## src/rad_pkg.sv

```systemverilog
// Shared types and constants for the rectangle attraction direction block.
// Used by rad_sqrt_cell, rad_div_cell and rect_attraction_direction_top.
package rad_pkg;

  localparam int COORD_W   = 20;
  localparam int SIZE_W    = 19;
  localparam int DIR_W     = 16;
  localparam int MAG_W     = 21;
  localparam int SQ_W      = 2 * MAG_W;
  localparam int SUM_W     = SQ_W + 1;
  localparam int GUARD     = 9;
  localparam int RAD_W     = 62;
  localparam int ROOT_W    = RAD_W / 2;
  localparam int REM_W     = ROOT_W + 2;
  localparam int Q_W       = 15;
  localparam int SQRT_STEPS = ROOT_W;
  localparam int DIV_STEPS  = Q_W;

  // Register indexes
  localparam logic [1:0] REG_LEFT   = 2'd0;
  localparam logic [1:0] REG_TOP    = 2'd1;
  localparam logic [1:0] REG_WIDTH  = 2'd2;
  localparam logic [1:0] REG_HEIGHT = 2'd3;

  localparam logic [DIR_W-1:0] DIR_POS_ONE = 16'sh4000;
  localparam logic [DIR_W-1:0] DIR_NEG_ONE = 16'shC000;

  typedef struct packed {
    logic             diag;
    logic             neg_x;
    logic             neg_y;
    logic [DIR_W-1:0] dflt_x;
    logic [DIR_W-1:0] dflt_y;
    logic [MAG_W-1:0] mag_x;
    logic [MAG_W-1:0] mag_y;
  } rad_meta_t;

  typedef struct packed {
    rad_meta_t         meta;
    logic [RAD_W-1:0]  rad;
    logic [ROOT_W-1:0] root;
    logic [REM_W-2:0]  rem;
  } rad_sqrt_t;

  typedef struct packed {
    rad_meta_t         meta;
    logic [ROOT_W-1:0] dvsr;
    logic [ROOT_W-1:0] rem_x;
    logic [ROOT_W-1:0] rem_y;
    logic [Q_W-1:0]    q_x;
    logic [Q_W-1:0]    q_y;
  } rad_div_t;

endpackage

```

## src/rad_div_cell.sv

```systemverilog
// One quotient bit step of the two parallel restoring dividers.
// Depends on rad_pkg.
module rad_div_cell (
  input  logic              clk,
  input  logic              rst_n,
  input  logic              in_vld,
  input  rad_pkg::rad_div_t in_data,
  output logic              out_vld_r,
  output rad_pkg::rad_div_t out_data_r
);

  logic [rad_pkg::ROOT_W:0] tx;
  logic [rad_pkg::ROOT_W:0] ty;
  logic [rad_pkg::ROOT_W:0] dv;
  logic [rad_pkg::ROOT_W:0] sx;
  logic [rad_pkg::ROOT_W:0] sy;
  logic                     gx;
  logic                     gy;
  rad_pkg::rad_div_t        data_nxt;

  // Shift the partial remainders and subtract the norm where it fits
  always_comb begin
    tx = {in_data.rem_x, 1'b0};
    ty = {in_data.rem_y, 1'b0};
    dv = {1'b0, in_data.dvsr};
    gx = (tx >= dv);
    gy = (ty >= dv);
    sx = tx - dv;
    sy = ty - dv;
    data_nxt       = in_data;
    data_nxt.rem_x = gx ? sx[rad_pkg::ROOT_W-1:0] : tx[rad_pkg::ROOT_W-1:0];
    data_nxt.rem_y = gy ? sy[rad_pkg::ROOT_W-1:0] : ty[rad_pkg::ROOT_W-1:0];
    data_nxt.q_x   = {in_data.q_x[rad_pkg::Q_W-2:0], gx};
    data_nxt.q_y   = {in_data.q_y[rad_pkg::Q_W-2:0], gy};
  end

  // Advance the valid flag
  always_ff @(posedge clk) begin
    if (!rst_n) begin
      out_vld_r <= 1'b0;
    end else begin
      out_vld_r <= in_vld;
    end
  end

  // Hand the item to the next cell
  always_ff @(posedge clk) begin
    out_data_r <= data_nxt;
  end

endmodule

```

## config.mk

```make
export PLATFORM = sky130hd
export DESIGN_NAME = rad_div_cell
export DESIGN_NICKNAME = d
export VERILOG_FILES = /design/src/rad_pkg.sv /design/src/rad_div_cell.sv
export SDC_FILE = /design/constraint.sdc
export NUM_CORES = 1
export LEC_CHECK = 0
export BUFFER_PORTS_ARGS = -buffer_cell sky130_fd_sc_hd__buf_2
export CAP_MARGIN = 5
export CORE_AREA = 2 2 203 105
export CTS_CLUSTER_SIZE = 16
export DETAILED_ROUTE_END_ITERATION = 8
export DIE_AREA = 0 0 205 107
export PLACE_DENSITY = 0.76
export SLEW_MARGIN = 0
export SYNTH_ARGS = -nofsm -noshare
export SYNTH_HDL_FRONTEND = slang
export SYNTH_SLANG_ARGS = --single-unit
```

## constraint.sdc

```tcl
create_clock -name clk -period 3.1 [get_ports clk]
set_input_delay 0.465 -clock clk [delete_from_list [all_inputs] [get_ports clk]]
set_output_delay 0.465 -clock clk [all_outputs]
set_load 0.01 [all_outputs]
```

# Word-level counts from Yosys, hierarchy flattened
# Index checks and enable logic that the tools add are counted.
# Widths: inputs -> output; s select.
[word_totals]
register_bits = 201
in_bits = 203
out_inout_bits = 201
elab_cells = 21
[classes]
n_addsub = 2
n_lt_le_gt_ge = 2
n_mux = 2
[op_table]
columns = ["op", "count"]
rows = [
  ["$ge 32x31->1", 2],
  ["$mux 31", 2],
  ["$sub 31x31->31", 2],
]

# Longest topological paths before layout
[depth]
word_depth = 2
depth_mapped = 13
ltp_nobuf = 10

# Least setup slack after synthesis
# Ideal clock, no wire load.
[synth_timing]
path_type = "in2reg"
start = "input in_data[117] in the netlist's numbering"
end = "register out_data_r[33] in the netlist's numbering"
setup_ns = 0.121
arrival_ns = 2.905
required_time_ns = 2.979
setup_slack_ns = 0.073
cell_stages = 12
n_path_buf = 2
path_cell_list = "inv_1 -> ha_1 -> a21o_1 -> a211oi_2 -> o21bai_1 -> a21o_1 -> a211o_1 -> nor4_4 -> or2_1 -> buf_6 -> buf_12 -> mux2_4"
[synth_lines]
columns = ["item", "line_no", "text"]
rows = [
  ["from (decl)", "rad_div_cell.sv:7", "input rad_pkg::rad_div_t in_data,"],
  ["to (signal assigned)", "rad_div_cell.sv:48", "out_data_r <= data_nxt;"],
  ["to (decl)", "rad_div_cell.sv:9", "output rad_pkg::rad_div_t out_data_r"],
]

==> results by stage <==
Status:
- The run finished with clean final reports.

Logic synthesis:
- The number of distinct standard cells referenced by the synthesized netlist is 64.
- The count of yosys warnings during synthesis is 0.
- For this run, the register share of the synthesized area comes to 0.481.
- Counting every instance in the synthesized netlist gives 845.
- The fraction of synthesis flops using an asynchronous set or reset pin is 0.
- The synthesized netlist net count is 1112.
- In this run, synthesis produced a sequential element count of 201.
- The flip-flop cell with the highest count after synthesis is sky130_fd_sc_hd__dfxtp_1.
- The netlist area before placement is 8370 um^2.
- The average instance in the mapped netlist occupies 9.91 um^2.
- Counting flops with a built-in enable in the synthesized netlist gives 0.

Global route:
- The number of global-route vias before repair was 7379.
- The global-route usage over all layers is 0.263.
- The number of antenna violations at the first check in global routing is 2.
- The total congestion overflow after global routing is 0.
- Entering global routing, the biggest net connects 30 pins.
- The first global-routing pass estimated 43200 um of wire.

STA:
- The relative slew slack is 0.678.
- The transition time at the pin with the least slew margin is 477 ps.
- The max-slew violation count was 0.
- Of the available clock period, the critical path in the final layout requires 0.879.
- Setup repair after global routing left no endpoint under its margin.
- The number of hold violations in the final report was 0.
- Derived from the worst setup path, the maximum achievable clock frequency is 0.367 GHz.
- The final count of negative-setup-slack endpoints is 0.
- The worst path in the final design needs a cycle of 2730 ps, including I/O delays and setup.
- The tightest hold path in the finished design has a slack of 63.1 ps.

Placement:
- After detailed placement, the total cell area comes to 11100 um^2.
- Routability-driven placement finished with a final weighted congestion of 1.01.
- The placed wire-length estimate is 25500 um.
- The count of buffers inserted at the top-level ports is 401.

Floorplanning:
- From left edge to right edge, the die measures 205 um.
- The floorplan has 37 rows.
- The initial utilization of the core area, before any placement, comes to 0.415.
- The I/O pin count is 404.
- The height of the die is 107 um.
- The area of the core region is 20200 um^2.
- The die covers 21900 um^2.

Final layout:
- In the final layout, the share of cells above drive strength 1 is 0.404.
- In the layout the commonest cells are sky130_fd_sc_hd__buf_2, sky130_fd_sc_hd__dfxtp_1, sky130_fd_sc_hd__o21ai_0.
- The most common cell after layout, fill and taps aside is sky130_fd_sc_hd__buf_2.
- Compared with the post-synthesis result, the final layout area differs by 40.1%.
- The utilization after layout is 0.581.
- The final instance area is 11700 um^2.
- The count of nets after finishing is 1569.

Pwr:
- The overall power after layout is 7.16 mW.
- The clock power share is 0.342.
- The switching part of the total power is 0.287.
- Internal power comes to 5.10 mW.
- The switching power summed over all nets is 2.06 mW.
- For this design the ratio of total power to cell area is 610 nW/um^2.
- The share of total power dissipated in combinational logic is 0.248.
- The peak ir drop on the vdd network is 0.375 mV.
- The power share of the sequential group is 0.410.
- Summed over all cells, the static leakage comes to 5.84 nW.

Flow run:
- Max-cap violations in this run came to 0.

Critical path:
- The capturing element type of the critical path is a flop.
- For the worst setup path, the data arrival time is 3110 ps.
- Data on the critical path is required at its endpoint by 3480 ps.
- The worst setup path is launched from an input port.
- The worst setup path is of the input port to flop kind.
- Of all nets on the critical path, the largest fanout is 4.

Worst hold path:
- The path class of the tightest hold or removal check is input port to flop.
- The startpoint identified for the worst hold timing path is in_data[16].
- The number of cells on the worst hold path is 1.
- The path with the worst hold slack has its endpoint at out_data_r[17].

Clock tree:
- Buffers inserted to repair hold after CTS numbered 0.
- The clock-pin slew on the worst setup and hold paths is 80 ps.
- The CTS buffer count is 19.
- The depth of the CTS H-tree is 1.
- The total number of clock tree sinks is 201.
- After clock tree synthesis, the repair step resized 0 gates.
- The clock passes through at most 3 buffers.
- The total setup buffers inserted after CTS is 0.
- The cell chosen for the clock root is sky130_fd_sc_hd__clkbuf_16.
- TritonCTS built the clock tree.

Route:
- The met3 wire length is 2660 um.
- The mean number of vias per cell is 5.09.
- The total number of vias is 8070.
- The count of nets left with antenna violations once routing finished came out at 0.
- The first routing iteration left 704 violations.
- After detailed routing, the number of remaining DRC violations is 0.
- The detailed-route wire length is 30500 um.
- Routed signal wires occupy layers up through met5.
- Dividing the detail-routed wire length by the instance count gives 19.2 um.
- The first TritonRoute pass finished after 6 iterations.
- The met2 routed wirelength is 12500 um.
- The wire length on met1 is 14800 um.
==> metal layers <==
metal | vias to the layer above | GRT usage
li1 | 3886 | -
met2 | 377 | 0.362
met5 | - | 0
met1 | 3767 | 0.404
met4 | 2 | 0.0483
met3 | 38 | 0.0693
==> through the flow <==
| stage | cells | TNS [ps] | worst slack [ps] |
|---|---|---|---|
| after floorplan | 845 | 0 | 73.4 |
| after global placement | 1554 | -197 | -33.8 |
| after detailed placement | 1554 | -1680 | -118 |
| after CTS | 1585 | 0 | 380 |
| after global routing | 1585 | 0 | 156 |
| final | 1586 | 0 | 374 |
==> registers in the layout, indices dropped and copies added (netlist names) <==
name        flops
out_data_r    200
out_vld_r       1
==> cell usage after synthesis, types with 7 or more instances <==
cell                         n  area (um^2)
sky130_fd_sc_hd__nor2_1     39          146
sky130_fd_sc_hd__inv_1      50          188
sky130_fd_sc_hd__o21bai_1    7         52.6
sky130_fd_sc_hd__clkbuf_1   24         90.1
sky130_fd_sc_hd__and2_1      7         43.8
sky130_fd_sc_hd__a21o_1     18          135
sky130_fd_sc_hd__ha_1       62          776
sky130_fd_sc_hd__a21oi_1    66          330
sky130_fd_sc_hd__xnor2_1    32          280
sky130_fd_sc_hd__a211oi_1   13         97.6
sky130_fd_sc_hd__nand3_1    17         85.1
sky130_fd_sc_hd__nand2_1    67          251
sky130_fd_sc_hd__xor2_1     19          166
sky130_fd_sc_hd__mux2_4     20          300
sky130_fd_sc_hd__o21ai_0    75          375
sky130_fd_sc_hd__nand4_1    16          100
sky130_fd_sc_hd__dfxtp_1   201         4020
sky130_fd_sc_hd__a31oi_1     7         43.8
sky130_fd_sc_hd__nor3_1     11         55.1
sky130_fd_sc_hd__nand2b_1    7         43.8
==> how the worst max path moves through the flow <==
stage | startpoint | endpoint | slack (ps) | cells after the start
6_report | in_data[92] | out_data_r[81] | 370 | 13
3_5_place_dp | in_data[117] | out_data_r[57] | -120 | 12
5_1_grt | in_data[98] | out_data_r[57] | 160 | 12
2_1_floorplan | in_data[117] | out_data_r[33] | 70 | 12
3_3_place_gp | in_data[117] | out_data_r[31] | -30 | 12
4_1_cts | in_data[117] | out_data_r[57] | 380 | 12
==> critical path, stage by stage <==
cell                       delay [ps]
sky130_fd_sc_hd__buf_2             90
sky130_fd_sc_hd__inv_1            120
sky130_fd_sc_hd__buf_4            170
sky130_fd_sc_hd__fa_1             410
sky130_fd_sc_hd__a211oi_1         370
sky130_fd_sc_hd__o211ai_1         180
sky130_fd_sc_hd__buf_4            170
sky130_fd_sc_hd__a21oi_1          230
sky130_fd_sc_hd__o21a_1           190
sky130_fd_sc_hd__o21ai_0          150
sky130_fd_sc_hd__a31oi_1          290
sky130_fd_sc_hd__xor2_1           190
sky130_fd_sc_hd__o21ai_0           90
==> power groups by stage <==
| stage | logic (mW) | registers (mW) | clock network [mW] |
|---|---|---|---|
| final | 1.78 | 2.93 | 2.45 |
| after global routing | 1.92 | 2.95 | 2.59 |
| after CTS | 1.76 | 2.93 | 2.48 |
| after detailed placement | 1.75 | 2.99 | 0 |
| after global placement | 1.72 | 2.98 | 0 |
| after floorplan | 0.848 | 3.13 | 0 |
==> cell type report <==
class / instances / area [um^2]
clock buffers: 24 / 514
diodes: 1 / 2.50
inverters: 50 / 188
clock inverters: 7 / 120
repair buffers: 465 / 2520
multi-input cells: 565 / 4010
flip-flops and latches: 201 / 4020
fillers: 1823 / 8460
well taps: 273 / 342
==> cells by family (layout without fill, tap and decap cells) <==
group	Yosys count	count (layout)	share of synthesized area
AOI/OAI and AO/OA	230	230	0.170
xor gates and xnor gates	51	51	0.0534
adders and majority gates	64	64	0.0974
buffers and inverters	79	546	0.0412
DFF	201	201	0.481
muxes	26	26	0.0438
other	0	1	0
and+or+nand+nor	194	194	0.114
Note: power is estimated with default switching activity, not from simulation.
