`src/rad_pkg.sv`:
```
// Shared types and constants for the rectangle attraction direction block.
// Used by rad_sqrt_cell, rad_div_cell and rect_attraction_direction_top.
package rad_pkg;

  localparam int COORD_W   = 20;
  localparam int SIZE_W    = 19;
  localparam int DIR_W     = 16;
  localparam int MAG_W     = 21;
  localparam int SQ_W      = 2 * MAG_W;
  localparam int SUM_W     = SQ_W + 1;
  localparam int GUARD     = 9;
  localparam int RAD_W     = 62;
  localparam int ROOT_W    = RAD_W / 2;
  localparam int REM_W     = ROOT_W + 2;
  localparam int Q_W       = 15;
  localparam int SQRT_STEPS = ROOT_W;
  localparam int DIV_STEPS  = Q_W;

  // Register indexes
  localparam logic [1:0] REG_LEFT   = 2'd0;
  localparam logic [1:0] REG_TOP    = 2'd1;
  localparam logic [1:0] REG_WIDTH  = 2'd2;
  localparam logic [1:0] REG_HEIGHT = 2'd3;

  localparam logic [DIR_W-1:0] DIR_POS_ONE = 16'sh4000;
  localparam logic [DIR_W-1:0] DIR_NEG_ONE = 16'shC000;

  typedef struct packed {
    logic             diag;
    logic             neg_x;
    logic             neg_y;
    logic [DIR_W-1:0] dflt_x;
    logic [DIR_W-1:0] dflt_y;
    logic [MAG_W-1:0] mag_x;
    logic [MAG_W-1:0] mag_y;
  } rad_meta_t;

  typedef struct packed {
    rad_meta_t         meta;
    logic [RAD_W-1:0]  rad;
    logic [ROOT_W-1:0] root;
    logic [REM_W-2:0]  rem;
  } rad_sqrt_t;

  typedef struct packed {
    rad_meta_t         meta;
    logic [ROOT_W-1:0] dvsr;
    logic [ROOT_W-1:0] rem_x;
    logic [ROOT_W-1:0] rem_y;
    logic [Q_W-1:0]    q_x;
    logic [Q_W-1:0]    q_y;
  } rad_div_t;

endpackage

```
`src/rad_sqrt_cell.sv`:
```
// One digit step of the restoring square root chain.
// Depends on rad_pkg.
module rad_sqrt_cell (
  input  logic               clk,
  input  logic               rst_n,
  input  logic               in_vld,
  input  rad_pkg::rad_sqrt_t in_data,
  output logic               out_vld_r,
  output rad_pkg::rad_sqrt_t out_data_r
);

  logic [rad_pkg::REM_W:0]   cat;
  logic [rad_pkg::REM_W:0]   trial;
  logic [rad_pkg::REM_W:0]   diff;
  logic                      ge;
  rad_pkg::rad_sqrt_t        data_nxt;

  // Bring down two radicand bits and try the next root digit
  always_comb begin
    cat   = {in_data.rem, in_data.rad[rad_pkg::RAD_W-1 -: 2]};
    trial = {1'b0, in_data.root, 2'b01};
    ge    = (cat >= trial);
    diff  = cat - trial;
    data_nxt      = in_data;
    data_nxt.rad  = {in_data.rad[rad_pkg::RAD_W-3:0], 2'b00};
    data_nxt.root = {in_data.root[rad_pkg::ROOT_W-2:0], ge};
    data_nxt.rem  = ge ? diff[rad_pkg::REM_W-2:0] : cat[rad_pkg::REM_W-2:0];
  end

  // Advance the valid flag
  always_ff @(posedge clk) begin
    if (!rst_n) begin
      out_vld_r <= 1'b0;
    end else begin
      out_vld_r <= in_vld;
    end
  end

  // Hand the item to the next cell
  always_ff @(posedge clk) begin
    out_data_r <= data_nxt;
  end

endmodule

```
`config.mk`:
```
export PLATFORM = sky130hd
export DESIGN_NAME = rad_sqrt_cell
export DESIGN_NICKNAME = d
export VERILOG_FILES = /design/src/rad_pkg.sv /design/src/rad_sqrt_cell.sv
export SDC_FILE = /design/constraint.sdc
export NUM_CORES = 1
export LEC_CHECK = 0
export BUFFER_PORTS_ARGS = -buffer_cell sky130_fd_sc_hd__buf_2
export CORE_AREA = 3 3 156 158
export CTS_CLUSTER_SIZE = 24
export DETAILED_ROUTE_END_ITERATION = 10
export DIE_AREA = 0 0 159 161
export GPL_TIMING_DRIVEN = 1
export PLACE_DENSITY = 0.67
export SLEW_MARGIN = 15
export SYNTH_ARGS = -nofsm -noshare
export SYNTH_HDL_FRONTEND = slang
export SYNTH_SLANG_ARGS = --single-unit
```
`constraint.sdc`:
```
create_clock -name clk -period 6.7 [get_ports clk]
set_clock_uncertainty 0.1 [all_clocks]
set_input_delay 0.67 -clock clk [delete_from_list [all_inputs] [get_ports clk]]
set_output_delay 0.67 -clock clk [all_outputs]
set_load 0.02 [all_outputs]
```
Yosys cells after proc, flatten, opt, wreduce, memory -nomap -nowiden
Index checks and enable logic that the tools add are counted.

word-level totals
  register bits after elaboration = 201
  bits of input ports = 205
  output and inout bits = 203
  logic and storage cells = 14

cells by class
  add/subtract/negate cells = 1
  magnitude comparators = 1
  muxes and demuxes = 1

operator list
  operator        number
  $ge 34x33->1    1
  $mux 32         1
  $sub 32x32->32  1

Longest topological paths before layout
Gate-level depths: netlist (run 1).

  depth after elaboration = 2
  gate-level depth with buffers = 13
  depth with buffers taken out = 10

Worst setup path after synthesis (run 1)
OpenSTA, ideal clock, no wires.

  kind = input to register
  from = input port in_data[51] (netlist name)
  to = register out_data_r[29] (netlist name)
  library setup time = 0.117 ns
  arrival = 2.558 ns
  required time = 6.483 ns
  setup slack = 3.925 ns
  stages = 12
  buffers on the path = 2
  cells stage by stage = inv_1 -> ha_1 -> buf_6 -> a21o_1 -> a221oi_2 -> o21bai_2 -> a31oi_4 -> o211ai_2 -> o21ai_4 -> buf_6 -> a21oi_1 -> a22o_1

RTL lines
  element                 RTL line             source
  start: declaration      rad_sqrt_cell.sv:7   input rad_pkg::rad_sqrt_t in_data,
  end signal: assignment  rad_sqrt_cell.sv:41  out_data_r <= data_nxt;
  end: declaration        rad_sqrt_cell.sv:9   output rad_pkg::rad_sqrt_t out_data_r

==> impl_results.md, run 1 <==
- Post-DP HPWL: 20.1 mm
- Vias in the first global route: 5749
- N_diodes: 0
- Slew margin rel.: 62.9%
- IO Port Bufs: 405
- Router iterations before antenna repair: 5
- Most common cell after layout, fill and taps aside: buf_2
- Clk pwr share: 39.5%
- Grt total ovfl: 0
- Synthesized instance count: 578
- Max IR drop VDD: 0.000214 V
- Combinational share of power: 17.7%
- DR DRC count: 0
- Largest net degree at the start of global routing: 37
- Ys Warns: 0
- Cts bufs inserted: 23
- Critical path depth in cells: 12
- Final setup viols: 0
- # IOs: 408
- Min-delay src: in_data[190]
- Drt total wl: 24.5 mm
- Critical path's largest stage delay: 0.48 ns
- Power Density: 325 mW/mm^2
- Buf/Inv on CP: 3
- Die Wd: 159 um
- Fin Setup TNS: 0 ns
- Clock-pin slew on the worst setup and hold paths: 0.06 ns
- CP Capture Type: flip-flop
- Post-synth EDFFs: 0
- Max-cap violation count: 0
- Synthesized area: 0.00643 mm^2
- Routed WL per cell: 18.5 um
- Fin crit share: 46.2%
- Overall routing resource usage: 18.0%
- Unrepaired setup endpoints after global routing: no
- Netlist cell types: 63
- Final nets: 1228
- Delay-heaviest family, CP: compound AO/OA/AOI/OAI gates
- CTS Hold Bufs: 0
- Antenna violations before repair: 9
- Fmax: 323 MHz
- Placeable Area: 0.0233 mm^2
- FFs w/ async S/R, synth: 0%
- Final GP Congestion: 0.873
- Die area: 0.0256 mm^2
- Share of layout cells above drive strength 1: 44.8%
- Max clock buf depth: 3
- Mean Syn Cell Area: 11.1 um^2
- Crit path required time: 7.02 ns
- Synth-to-Final Area Change: 47.3%
- Vias: 5707
- Worst-margin pin slew: 0.554 ns
- Terminating pin of the worst hold path: out_data_r[190]$_DFF_P_
- Fillers: 2382
- CTS tree: built
- Tmin final: 3.10 ns
- CTS Root Cell: clkbuf_16
- Initial drt markers: 260
- Cell Area, Placed: 0.00874 mm^2
- Commonest non-fill, non-tap cells in the layout: buf_2 (405), dfxtp_1 (201), nand2_1 (51), inv_1 (42), o21ai_0 (40)
- Worst setup SP type: primary input
- Hold depth: 1
- # rows: 56
- Outcome: finished clean
- Post-route insts no fill: 1323
- Final hold vios: 0
- Cts repair resizes: 0
- Placed cell count: 1284
- Sequential power share: 42.8%
- Initial Util: 27.6%
- Max FO, Critical Path: 36
- Die Span Y: 161 um
- Critical-path cell list: buf_2, inv_1, ha_1, a21o_1, a221oi_2, o21bai_2, a31oi_4, o211ai_2, o21ai_4, buf_4, a21oi_1, a22o_1
- Post-CTS Setup Inserts: 0
- First-pass GRT wire length: 35.3 mm
- Critical setup path kind: primary input to flip-flop
- Vias per inst: 4.31
- WP data arrival: 3.42 ns
- Slew Viols, Final: 0
- H-Tree Depth: 1
- Design area: 0.00947 mm^2
- #FFs+latches synth: 201
- Sw Ratio: 28.2%
- Hold/Removal Path Class: primary input to flip-flop
- Clk sinks: 201
- Ys flop type: dfxtp_1
- LEAKAGE: 4.77 nW
- Post-synthesis sequential area ratio: 62.6%
- Int Pwr: 2.21 mW
- Switching pwr: 0.868 mW
- Crit-path slowest cell: o21ai_4
- ANT nets after route: 0
[power by group through the flow]
stage	clock, mW	combinational (mW)	sequential (mW)
after floorplan	0	0.199	1.47
after global placement	0	0.544	1.34
after detailed placement	0	0.551	1.34
after CTS	1.25	0.554	1.32
after global routing	1.30	0.590	1.33
final	1.22	0.546	1.32
[final cells by class]
type / instances / area [um^2] / share of cell area (%)
Tap cell: 319 / 399 / 4.21
Timing Repair Buffer: 406 / 2030 / 21.5
Inverter: 42 / 158 / 1.66
Clock buffer: 33 / 653 / 6.90
Clock inverter: 6 / 76.3 / 0.806
Multi-Input combinational cell: 316 / 2130 / 22.5
Sequential cell: 201 / 4020 / 42.5
[metal layers]
metal / global-route usage (%) / up-vias / part of all wire (%)
met5: 0 / - / 0.19
met4: 3.22 / 8 / 1.5
met3: 6.23 / 33 / 8.6
met2: 32.4 / 236 / 50
met1: 21.1 / 2648 / 39
li1: - / 2782 / -
[stage by stage]
step                      hold slack, ns  util, %  setup WS, ns  total power [mW]
after CTS                          0.129     40.7          3.60              3.12
after detailed placement           0.674     37.6          3.04              1.89
final                              0.151     40.7          3.60              3.08
after global routing               0.126     40.7          3.42              3.21
after global placement             0.673     37.6          3.13              1.89
after floorplan                    0.598        -          3.93              1.67
[sequential cells by signal, summed over array words and instances (netlist names)]
name / flops
out_data_r: 200
out_vld_r: 1
[worst max path at each step]
| stage | to | start | slack, ns |
|---|---|---|---|
| after floorplan | out_data_r[29]$_DFF_P_ | in_data[51] | 3.93 |
| after global placement | out_data_r[29]$_DFF_P_ | in_data[19] | 3.13 |
| after detailed placement | out_data_r[29]$_DFF_P_ | in_data[51] | 3.04 |
| after CTS | out_data_r[29]$_DFF_P_ | in_data[51] | 3.60 |
| after global routing | out_data_r[29]$_DFF_P_ | in_data[32] | 3.42 |
| final | out_data_r[29]$_DFF_P_ | in_data[51] | 3.60 |
[Yosys cell counts (all sizes together), types with 2 or more instances]
cell type  count  share of area (%)
and2           2               0.19
a21oi         30                2.4
nor2b          3               0.29
nor4           2               0.19
clkbuf         4               0.29
a31oi          7                1.0
o21bai         4               0.53
nand3          9               0.70
o31ai          2               0.23
nand4          7               0.68
a221oi         2               0.37
nand2         51                3.0
a2111oi        2               0.27
nor3           7               0.54
xor2           9                1.2
nand2b        11                1.1
xnor2         15                2.0
and3           6               0.58
a211o          2               0.27
a211oi         2               0.23
o211ai         6               0.78
dfxtp        201                 63
nor2          15               0.88
buf           16                1.6
a21o          13                1.5
o21a           4               0.47
inv           42                2.5
nand3b         4               0.47
o221ai         2               0.37
ha            33                6.4
o21ai         46                3.8
[kinds of logic after synthesis]
family	after synthesis	synth area share, %
AOI/OAI and AO/OA	132	13.6
xor gates and xnor gates	24	3.27
adders and majority gates	33	6.42
buffers and inverters	62	4.38
DFF	201	62.6
muxes	2	0.331
other	1	0.0583
and+or+nand+nor	123	9.30
No activity file was read; power rests on OpenSTA's default activity.
==> run 2: changes to the inputs <==
- CORE_AREA: 3 3 156 158 -> 3 3 155 157
- DIE_AREA: 0 0 159 161 -> 0 0 158 160
- PLACE_DENSITY: 0.67 -> 0.7
- clock period: 6.7 -> 2.75 ns (I/O delays scaled with it)
==> run 2 against run 1 <==
Die area is 1.2% lower; critical path depth is 1 lower; largest cell class is now buffers; hold slack better by 0.12 ns; via count grew 20%; routed wire length rose by 17%.
==> impl_results.md, run 2 (same netlist as run 1, synthesis figures left out) <==
- Outcome: finished clean (unchanged)
- First-pass GRT wire length: 41.2 mm (was 35.3 mm)
- Max IR drop VDD: 0.000412 V (was 0.000214 V)
- Final setup margin: 0.104 ns (was 3.60 ns)
- Worst slack, placed: 0.00235 ns (was 3.04 ns)
- Crit path required time: 3.04 ns (was 7.02 ns)
- CP Capture Type: flip-flop (unchanged)
- Synth-to-Final Area Change: 83.4% (was 47.3%)
- Drt total wl: 28.7 mm (was 24.5 mm)
- Biggest regs: out_data_r: 200 flops, out_vld_r: 1 flops (unchanged)
- Grt total ovfl: 0 (unchanged)
- Die area: 0.0253 mm^2 (was 0.0256 mm^2)
- Die Wd: 158 um (was 159 um)
- Tmin final: 2.65 ns
- # rows: 55 (was 56)
- # IOs: 408 (unchanged)
- Slew Viols, Final: 0 (unchanged)
- Fillers: 1927 (was 2382)
- Routed WL per cell: 18.9 um (was 18.5 um)
- Max-cap violation count: 0 (unchanged)
- H-Tree Depth: 1 (unchanged)
- Crit. Startpoint: in_data[9] (was in_data[51])
- CTS Root Cell: clkbuf_16 (unchanged)
- Fmax: 378 MHz
- ANT nets after route: 0 (unchanged)
- Final hold vios: 0 (unchanged)
- Vias per inst: 4.50 (was 4.31)
- Vias: 6855 (was 5707)
- IO Port Bufs: 405 (unchanged)
- Largest net degree at the start of global routing: 24 (was 37)
- Fin Setup TNS: 0 ns (unchanged)
- Worst setup SP type: primary input (unchanged)
- Router iterations before antenna repair: 5 (unchanged)
- Commonest non-fill, non-tap cells in the layout: buf_2 (406), dlygate4sd3_1 (201), dfxtp_1 (201), nand2_1 (50), inv_1 (42) (was buf_2 (405), dfxtp_1 (201), nand2_1 (51), inv_1 (42), o21ai_0 (40))
- Max clock buf depth: 3 (unchanged)
- Final GP Congestion: 0.879 (was 0.873)
- Power Density: 663 mW/mm^2 (was 325 mW/mm^2)
- Fin crit share: 96.2%
- Final setup viols: 0 (unchanged)
- Initial drt markers: 280 (was 260)
- WP data arrival: 2.94 ns (was 3.42 ns)
- Post-DP HPWL: 19.6 mm (was 20.1 mm)
- Critical setup path kind: primary input to flip-flop (unchanged)
- Register with the most flip-flops: out_data_r (unchanged)
- Final nets: 1460 (was 1228)
- Max FFs per register: 200 (unchanged)
- Tot Pwr: 7.82 mW (was 3.08 mW)
- Share of layout cells above drive strength 1: 40.4% (was 44.8%)
- Antenna violations before repair: 4 (was 9)
- Final core occ: 52.1% (was 40.7%)
- Max FO, Critical Path: 5 (was 36)
- Overall routing resource usage: 21.0% (was 18.0%)
- Min-delay src: in_data[31] (was in_data[190])
- DR DRC count: 0 (unchanged)
- Die Span Y: 160 um (was 161 um)
- Hold Slack: 0.267 ns (was 0.151 ns)
- Most common cell after layout, fill and taps aside: buf_2 (unchanged)
- CTS tree: built (unchanged)
- Hold/Removal Path Class: primary input to flip-flop (unchanged)
- Placeable Area: 0.0226 mm^2 (was 0.0233 mm^2)
- Initial Util: 28.4% (was 27.6%)
- LEAKAGE: 5.75 nW (was 4.77 nW)
- Vias in the first global route: 7146 (was 5749)
- Clock-pin slew on the worst setup and hold paths: 0.06 ns (about the same)
- Cts bufs inserted: 22 (was 23)
- Clk sinks: 201 (unchanged)
==> run 2: cell types whose count changed in the layout (fill, tap and decap cells not counted), sizes merged <==
cell / change
clkinv: +3
inv: -1
clkinvlp: +2
buf: +31
o21ai: +1
clkbuf: -7
bufinv: +1
dlygate4sd3: +201
diode: +3
==> run 2: through the flow <==
stage	std cells	cell area (um^2)
2_1_floorplan	579	6430
3_3_place_gp	1278	8920
3_5_place_dp	1278	8920
4_1_cts	1516	11600
5_1_grt	1523	11800
6_report	1523	11800
==> run 2: final timing paths <==
check | to | slack, ns | cells past startpoint
worst max-delay path | out_data_r[29]$_DFF_P_ | 0.10 | 11
worst min-delay path | out_data_r[30]$_DFF_P_ | 0.27 | 5
==> run 2: final cells by class <==
cell class,count,area (um^2),area share [%]
Timing Repair Buffer,638,4310,36.5
Sequential cell,201,4020,34.1
Multi-Input combinational cell,317,2230,18.9
Clock buffer,26,576,4.88
Tap cell,285,357,3.02
Inverter,42,158,1.34
Clock inverter,11,131,1.11
Antenna cell,3,7.51,0.0637
==> run 2: worst max-delay path, stage by stage <==
cell and delay [ns]:
dlygate4sd3_1 0.55, buf_2 0.14, ha_2 0.38, nand2_1 0.13, nor3b_1 0.16, or4_1 0.42
a21oi_2 0.20, o21ai_2 0.12, o311ai_2 0.26, a21oi_1 0.10, a22o_1 0.19
==> run 2: routing by layer <==
| metal | vias up | GRT usage (%) | routed length [um] |
|---|---|---|---|
| met1 | 3197 | 23.2 | 10800 |
| met2 | 315 | 37.1 | 14200 |
| li1 | 3254 | - | - |
| met4 | 2 | 10.1 | 1510 |
| met3 | 87 | 5.69 | 2140 |
| met5 | - | 0 | 13 |
==> run 2: power breakdown <==
group	internal (mW)	leakage (nW)	switching (mW)
Combinational	0.755	3.72	0.960
Sequential	3.15	1.70	0.0685
Clock	1.69	0.337	1.19
==> run 2: repair_timing <==
| action | CTS | global route |
|---|---|---|
| resized for setup | 0 | 21 |
| endpoints found under the hold margin | 200 | 0 |
| endpoints found under the setup margin | 0 | 31 |
| setup buffers | 0 | 2 |
| hold buffers | 201 | 0 |
==> run 3: changes to the inputs <==
- PLACE_DENSITY: 0.7 -> not set
- PLACE_DENSITY_LB_ADDON: not set -> 0.2
==> run 3 against run 2 <==
Die area unchanged; routed wire length down 3.8%; sequential power about the same; sequential share of layout area shrank 0.094 points; worst setup slack gained 0.0096 ns; fmax rose by 0.37%; flip-flop and latch count did not move; clock power is 3% higher.
==> impl_results.md, run 3 (same netlist as run 1, synthesis figures left out) <==
- LEAKAGE: 5.78 nW (was 5.75 nW)
- Tmin final: 2.64 ns (was 2.65 ns)
- Critical path's largest stage delay: 0.54 ns (was 0.55 ns)
- Int Pwr: 5.65 mW (was 5.60 mW)
- Most common cell after layout, fill and taps aside: buf_2 (unchanged)
- Multi-input combinational cell area: 0.00222 mm^2 (was 0.00223 mm^2)
- Final core occ: 52.2% (was 52.1%)
- Initial drt markers: 300 (was 280)
- Power Density: 670 mW/mm^2 (was 663 mW/mm^2)
- Outcome: finished clean (unchanged)
- Critical setup path kind: primary input to flip-flop (unchanged)
- Clk sinks: 201 (unchanged)
- Switching pwr: 2.27 mW (was 2.22 mW)
- Die Wd: 158 um (unchanged)
- Vias in the first global route: 6773 (was 7146)
- Biggest regs: out_data_r: 200 flops, out_vld_r: 1 flops (unchanged)
- Routed WL per cell: 18.2 um (was 18.9 um)
- Final setup viols: 0 (unchanged)
- Share of layout cells above drive strength 1: 40.2% (was 40.4%)
- Cts bufs inserted: 23 (was 22)
- Max-cap violation count: 0 (unchanged)
- H-Tree Depth: 1 (unchanged)
- Fmax: 379 MHz (was 378 MHz)
- # IOs: 408 (unchanged)
- Post-DP HPWL: 19.4 mm (was 19.6 mm)
- Die Span Y: 160 um (unchanged)
- ANT nets after route: 0 (unchanged)
- Hold/Removal Path Class: primary input to flip-flop (unchanged)
- Crit-path slowest cell: dlygate4sd3_1 (unchanged)
- Fillers: 1997 (was 1927)
- Final hold vios: 0 (unchanged)
- First-pass GRT wire length: 39.6 mm (was 41.2 mm)
- Grt total ovfl: 0 (unchanged)
- Sw Ratio: 28.6% (was 28.4%)
- Fin crit share: 95.9% (was 96.2%)
- CTS Root Cell: clkbuf_16 (unchanged)
- Clk pwr share: 37.7% (was 36.9%)
- Seq. cell area: 0.00402 mm^2 (unchanged)
- DR DRC count: 0 (unchanged)
- Worst setup SP type: primary input (unchanged)
- Fin Setup TNS: 0 ns (unchanged)
- Sequential power share: 40.5% (was 41.2%)
- Slew Viols, Final: 0 (unchanged)
- Crit path required time: 3.04 ns (about the same)
- WP data arrival: 2.93 ns (was 2.94 ns)
- # rows: 55 (unchanged)
- Max FFs per register: 200 (unchanged)
- IO Port Bufs: 405 (unchanged)
- Die area: 0.0253 mm^2 (unchanged)
- Largest net degree at the start of global routing: 46 (was 24)
- Metal2 WL: 13.3 mm (was 14.2 mm)
- Initial Util: 28.4% (unchanged)
- Max IR drop VDD: 0.000413 V (was 0.000412 V)
- Drt total wl: 27.6 mm (was 28.7 mm)
- Max clock buf depth: 3 (unchanged)
- Clock-pin slew on the worst setup and hold paths: 0.06 ns (about the same)
- Max FO, Critical Path: 11 (was 5)
- Post-Route M1 WL: 10.5 mm (was 10.8 mm)
- Vias: 6638 (was 6855)
- Synth-to-Final Area Change: 83.9% (was 83.4%)
- Overall routing resource usage: 20.0% (was 21.0%)
- Final nets: 1457 (was 1460)
- Placeable Area: 0.0226 mm^2 (unchanged)
- Vias per inst: 4.36 (was 4.50)
- CTS tree: built (unchanged)
- CP Capture Type: flip-flop (unchanged)
- Commonest non-fill, non-tap cells in the layout: buf_2 (406), dlygate4sd3_1 (201), dfxtp_1 (201), nand2_1 (50), inv_1 (42) (unchanged)
- Router iterations before antenna repair: 4 (was 5)
- Metal3 WL: 2.29 mm (was 2.14 mm)
- Final GP Congestion: 0.818 (was 0.879)
- Register with the most flip-flops: out_data_r (unchanged)
- Combinational share of power: 21.8% (was 21.9%)
- Crit. Startpoint: in_data[51] (was in_data[9])
- Critical-path cell list: dlygate4sd3_1, buf_2, inv_1, ha_2, a21o_1, a221oi_2, o21bai_2, a31oi_4, o211ai_2, o21ai_4, buf_6, clkbuf_16, o21ai_0 (was dlygate4sd3_1, buf_2, ha_2, nand2_1, nor3b_1, or4_1, a21oi_2, o21ai_2, o311ai_2, a21oi_1, a22o_1)
- Antenna violations before repair: 3 (was 4)
- Worst Setup EP: out_data_r[13]$_DFF_P_ (was out_data_r[29]$_DFF_P_)
- Top Layer Used: met4 (was met5)
run 3: what timing repair did:
action	CTS	global route
endpoints found under the setup margin	0	28
hold endpoints to repair	200	0
hold buffers	201	0
resized for setup	0	23
setup buffers	0	6
run 3: metal layers:
layer,up-vias,GRT usage [%]
met5,-,0
met4,0,10.2
met3,75,5.42
met2,273,33.8
met1,3028,23.1
li1,3262,-
run 3: stage by stage:
step | cell area [um^2] | total power, mW | cells | worst slack (ns) | hold slack, ns
after global routing | 11800 | 8.28 | 1522 | -0.00314 | 0.254
after detailed placement | 8850 | 4.66 | 1268 | 0.0576 | 0.279
after floorplan | 6430 | 4.07 | 579 | 0.370 | 0.203
after CTS | 11600 | 7.90 | 1510 | 0.0340 | 0.203
final | 11800 | 7.92 | 1523 | 0.113 | 0.232
after global placement | 8850 | 4.67 | 1268 | 0.121 | 0.277
run 3: critical path, delay by kind of cell:
family          cells  cell delay [ns]
compound gates      7             1.31
buf+inv             5             1.05
fa+ha+maj           1             0.30
run 3: final cells by class:
type / count / area share [%]
inverter: 42 / 1.33
timing repair buffer: 635 / 36.5
tap: 285 / 3.02
clock buffer: 30 / 5.34
multi-input combinational: 316 / 18.8
clock inverter: 11 / 0.878
sequential: 201 / 34.0
antenna: 3 / 0.0635
run 3: how the worst min path moves through the flow:
stage	end	depth (start not counted)	slack (ns)	from
CTS	out_data_r[30]$_DFF_P_	5	0.20	in_data[31]
finish	out_data_r[30]$_DFF_P_	5	0.23	in_data[31]
global route	out_data_r[30]$_DFF_P_	5	0.25	in_data[31]
floorplan	out_data_r[100]$_DFF_P_	0	0.20	in_data[98]
global placement	out_data_r[172]$_DFF_P_	1	0.28	in_data[172]
detailed placement	out_data_r[95]$_DFF_P_	1	0.28	in_data[93]
run 3: power groups by stage:
stage	clock, mW	combinational (mW)	sequential [mW]
2_1_floorplan	0	0.485	3.58
3_3_place_gp	0	1.39	3.27
3_5_place_dp	0	1.39	3.27
4_1_cts	3.05	1.64	3.21
5_1_grt	3.18	1.86	3.23
6_report	2.98	1.73	3.21
